$ cat src/sv/dbsd_pkg.sv
// Shared types and constants for the dead-block replacement engine.
// No dependencies.
`timescale 1ns / 1ps
`default_nettype none
package dbsd_pkg;

  localparam int NumSets     = 2048;
  localparam int SetW        = $clog2(NumSets);
  localparam int NumWays     = 16;
  localparam int WayW        = $clog2(NumWays);
  localparam int LeaderSets  = 64;
  localparam int DecayPeriod = 4096;
  localparam int AccW        = $clog2(DecayPeriod);
  localparam int SigBits     = 6;
  localparam int NumSigs     = 1 << SigBits;
  localparam int DuelW       = 10;
  localparam int PcW         = 64;
  localparam int CntW        = 2;
  localparam int BipBits     = 5;

  localparam logic [DuelW-1:0] DuelMid   = DuelW'(511);
  localparam logic [15:0]      LfsrSeed  = 16'hACE1;
  localparam logic [CntW-1:0]  CntMax    = CntW'(3);
  localparam logic [CntW-1:0]  CntReset  = CntW'(1);
  localparam logic [CntW-1:0]  HotLevel  = CntW'(2);

  typedef enum logic [3:0] {
    ST_INIT, ST_IDLE, ST_DECAY, ST_ROW, ST_VIC, ST_OLD, ST_DEC, ST_NEW, ST_FIN
  } dbsd_state_e;

  typedef struct packed {
    logic load;         // capture an input beat
    logic sweep_init;   // reset pass: reuse all one, signatures zero
    logic sweep_decay;  // decay pass: reuse all zero
    logic row_rd;       // read set rows
    logic cnt_rd_old;   // read counter of victim's stored signature
    logic cnt_dec;      // conditional decrement of that counter
    logic cnt_rd_new;   // read counter of the new signature
    logic fin;          // write back rows, drive update result
    logic vic;          // drive victim result
  } dbsd_cmd_t;

  typedef struct packed {
    logic decay_due;    // next update beat completes a decay period
    logic sweep_last;
    logic is_update;
    logic is_hit;
  } dbsd_stat_t;

endpackage
`default_nettype wire

$ cat src/sv/dbsd_ctrl.sv
// Sequencer for the replacement engine.
// Depends on dbsd_pkg.
`timescale 1ns / 1ps
`default_nettype none
module dbsd_ctrl (
  input  wire                       clk_i,
  input  wire                       rst_ni,
  input  wire                       start_i,
  input  wire                       cmd_i,
  input  wire dbsd_pkg::dbsd_stat_t stat_i,
  output dbsd_pkg::dbsd_cmd_t       ctl_o,
  output logic                      busy_o
);
  import dbsd_pkg::*;

  dbsd_state_e state_q, state_d;

  always_ff @(posedge clk_i or negedge rst_ni) begin
    if (!rst_ni) begin
      state_q <= ST_INIT;
    end else begin
      state_q <= state_d;
    end
  end

  always_comb begin
    state_d = state_q;
    case (state_q)
      ST_INIT:  if (stat_i.sweep_last) state_d = ST_IDLE;
      ST_IDLE: begin
        if (start_i) begin
          state_d = (cmd_i && stat_i.decay_due) ? ST_DECAY : ST_ROW;
        end
      end
      ST_DECAY: if (stat_i.sweep_last) state_d = ST_ROW;
      ST_ROW: begin
        if (!stat_i.is_update)  state_d = ST_VIC;
        else if (stat_i.is_hit) state_d = ST_NEW;
        else                    state_d = ST_OLD;
      end
      ST_VIC:  state_d = ST_IDLE;
      ST_OLD:  state_d = ST_DEC;
      ST_DEC:  state_d = ST_NEW;
      ST_NEW:  state_d = ST_FIN;
      ST_FIN:  state_d = ST_IDLE;
      default: state_d = ST_IDLE;
    endcase
  end

  always_comb begin
    ctl_o  = '0;
    busy_o = 1'b1;
    case (state_q)
      ST_INIT:  ctl_o.sweep_init = 1'b1;
      ST_IDLE: begin
        busy_o     = 1'b0;
        ctl_o.load = start_i;
      end
      ST_DECAY: ctl_o.sweep_decay = 1'b1;
      ST_ROW:   ctl_o.row_rd = 1'b1;
      ST_VIC:   ctl_o.vic = 1'b1;
      ST_OLD:   ctl_o.cnt_rd_old = 1'b1;
      ST_DEC:   ctl_o.cnt_dec = 1'b1;
      ST_NEW:   ctl_o.cnt_rd_new = 1'b1;
      ST_FIN:   ctl_o.fin = 1'b1;
      default:  busy_o = 1'b1;
    endcase
  end

endmodule
`default_nettype wire

$ cat config.mk
export PLATFORM = sky130hd
export DESIGN_NAME = dbsd_ctrl
export DESIGN_NICKNAME = d
export VERILOG_FILES = /design/src/sv/dbsd_pkg.sv /design/src/sv/dbsd_ctrl.sv
export SDC_FILE = /design/constraint.sdc
export NUM_CORES = 1
export LEC_CHECK = 0
export BUFFER_PORTS_ARGS = -buffer_cell sky130_fd_sc_hd__buf_2
export CAP_MARGIN = 10
export CORE_AREA = 4 4 41 43
export CTS_BUF_LIST = sky130_fd_sc_hd__clkbuf_4
export CTS_CLUSTER_DIAMETER = 120
export DETAILED_ROUTE_END_ITERATION = 12
export DIE_AREA = 0 0 45 47
export PLACE_DENSITY = 0.53
export SLEW_MARGIN = 30
export SYNTH_ARGS = -nofsm -noshare
export SYNTH_HDL_FRONTEND = slang
export SYNTH_SLANG_ARGS = --single-unit
$ cat constraint.sdc
create_clock -name clk_i -period 2.2 [get_ports clk_i]
set_input_delay 0.66 -clock clk_i [delete_from_list [all_inputs] [get_ports clk_i]]
set_output_delay 0.66 -clock clk_i [all_outputs]
set_load 0.01 [all_outputs]
==> flow_metrics.py <==
metrics = {
    "grt": {
        "grtUsageTotal_pct": 8.01,
        "grt_pass1_wl_um": 1080,
        "antenna_found_initial": 0,
        "grt_overflow_total": 0,
        "grt_pass1_vias": 246,
        "grt_max_degree": 14,
    },
    "sta": {
        "min_period_over_period_pct": 92.4,
        "slew_violations": 0,
        "setup_viol": 0,
        "setup_tns_ns": 0,
        "grt_setup_unrepaired": "false",
        "finalClockSkew_ns": 0.000270,
        "finalHoldViolCount": 0,
        "slew_headroom_pct": 74.5,
        "tightest_slew_ns": 0.383,
        "min_period_ns": 2.03,
        "fmax_ghz": 0.492,
    },
    "yosys": {
        "synth_nets": 45,
        "ys_types": 20,
        "synth_edf_count": 0,
        "ys.flop_type": "dfrtp_1",
        "synth_common_cells": "4 x dfrtp_1, 4 x nand2b_1, 4 x nor2_1",
        "synth_seq_area_share_pct": 33.6,
        "synthCells": 37,
        "synthTopCellsByArea": "dfrtp_1 34%, nand2b_1 8.4%, buf_2 5.0%",
        "async_reset_ff_share_pct": 100,
        "synth_top_area_cell": "dfrtp_1",
        "syn_area_um2": 298,
        "synth_top_area_share_pct": 33.6,
        "syn_area_per_cell_um2": 8.05,
        "ys_seq_elements": 4,
        "ys_warn_count": 0,
    },
    "power_and_ir_drop": {
        "cellLeakagePower_nw": 0.199,
        "total_power_mw": 0.586,
        "peakVddDrop_uv": 519,
        "power_density_nw_per_um2": 1460,
    },
    "floorplanning": {
        "die_area_um2": 2120,
        "pin_count": 18,
        "row_count": 13,
        "start_util_pct": 22.9,
        "die_x_um": 45,
        "die_height_um": 47,
        "coreArea_um2": 1300,
    },
    "min_path": {
        "worstHoldPathType": "input port to async pin",
    },
    "finish": {
        "syn_to_final_growth_pct": 34.9,
        "nNetsFinal": 63,
        "top_register": "state_q",
        "fill_cells": 145,
        "final_util_pct": 30.9,
        "largest_reg_flops": 4,
        "seq_area_um2": 100,
        "design_area_um2": 402,
        "n_antenna_cell": 0,
        "multi_input_area_um2": 175,
        "drive_above_1_share_pct": 39.6,
        "reg.largest.list": "state_q (4)",
    },
    "setup_path": {
        "worstPathRequired_ns": 1.54,
        "crit_type": "flip-flop to output pin",
        "crit_path_start_kind": "flip-flop",
        "cp.arrival_ns": 1.37,
        "cp-end-kind": "output pin",
        "reg2reg_slack_ns": 0.98,
        "cp_max_fo": 13,
    },
    "job": {
        "maxCapViolCount": 0,
    },
    "cts": {
        "clkSinkCount": 4,
        "clk_latency_ns": 0.24,
        "cts-root-buf": "clkbuf_4",
        "cts_buffers": 3,
        "cts.clk_slew.worst_paths_ns": 0.04,
        "cts_setup_buffers": 0,
        "tritoncts": "yes",
        "hold_buffers": 0,
        "htree_levels": 1,
        "ctsResizeCount": 0,
        "cts_buffer_depth": 2,
    },
    "drt": {
        "route.detailed.drc": 0,
        "wl_per_cell_um": 11.6,
        "drt-initial-drc-count": 7,
        "dr.pass1.iters": 4,
        "avgViaCountPerCell": 4.88,
        "route.vias.total": 332,
        "wl_um": 789,
        "detail-route-antenna-nets": 0,
    },
    "placed_design": {
        "portBuffers": 17,
        "gp_congestion": 0.683,
        "hpwlAfterDp_um": 592,
        "placed_area_um2": 379,
    },
    "status": {
        "status": "complete, no violations",
    },
}
[cells in the final DEF (no fill, tap or decap)]
| cell type | instances |
|---|---|
| a21oi_1 | 2 |
| a311oi_2 | 1 |
| a31oi_1 | 1 |
| and2b_1 | 1 |
| and3_1 | 1 |
| buf_2 | 17 |
| clkbuf_4 | 3 |
| dfrtp_1 | 4 |
| mux2i_1 | 1 |
| nand2_1 | 3 |
| nand2b_1 | 4 |
| nand4b_1 | 1 |
| nor2_1 | 4 |
| nor2b_1 | 1 |
| nor3_1 | 3 |
| nor4_1 | 1 |
| nor4b_1 | 1 |
| o21ai_1 | 2 |
| o31ai_1 | 1 |
| or3_1 | 1 |
[cell type report]
class                      count  area share (%)
clock buffer                   3            5.61
tap                           15            4.67
timing repair buffer          17            21.2
sequential                     4            24.9
multi-input combinational     29            43.6
[per-stage QoR]
step                cells  worst slack (ns)  hold WS [ns]
finish                 68             0.167         0.215
global route           68            0.0403         0.206
CTS                    68             0.153         0.218
detailed placement     65             0.414         0.471
global placement       65             0.404         0.470
floorplan              37             0.528         0.364
[cell families (layout without fill, tap and decap cells)]
group	count (synthesis)	after routing	synth area share (%)
compound gates	7	7	16.4
simple gates	21	21	39.1
buf+inv	4	20	7.56
flops	4	4	33.6
mux	1	1	3.36
[power by group]
group          internal [mW]  total, mW  switching, mW
Combinational          0.145      0.290          0.145
Clock                 0.0613     0.0954         0.0341
Sequential             0.108      0.201         0.0932
Total                  0.314      0.586          0.272
[final timing paths]
path | start | to | cells after the start
worst max-delay path | state_q[2]$_DFFE_PN0P_ | ctl_o[0] | 3
worst min-delay path | rst_ni | state_q[2]$_DFFE_PN0P_ | 1
worst max register to register | state_q[2]$_DFFE_PN0P_ | state_q[0]$_DFFE_PN0P_ | 3
worst min register to register | state_q[3]$_DFFE_PN0P_ | state_q[2]$_DFFE_PN0P_ | 1
max in group asynchronous | rst_ni | state_q[1]$_DFFE_PN0P_ | 1
min in group clk_i | state_q[3]$_DFFE_PN0P_ | state_q[2]$_DFFE_PN0P_ | 1
[worst max-delay path: stages, from the launching register on]
cell,delay [ns]
dfrtp_1,0.56
nand2b_1,0.20
nor3_1,0.20
buf_2,0.17
[metal layers]
layer  GRT usage, %  vias up  routed length, um
li1               -      163                  -
met1           9.20      150                350
met2           9.60       17                330
met3           5.75        2                 88
met4           7.02        0                 19
met5              0        -                  0
No activity file was read; power rests on OpenSTA's default activity.
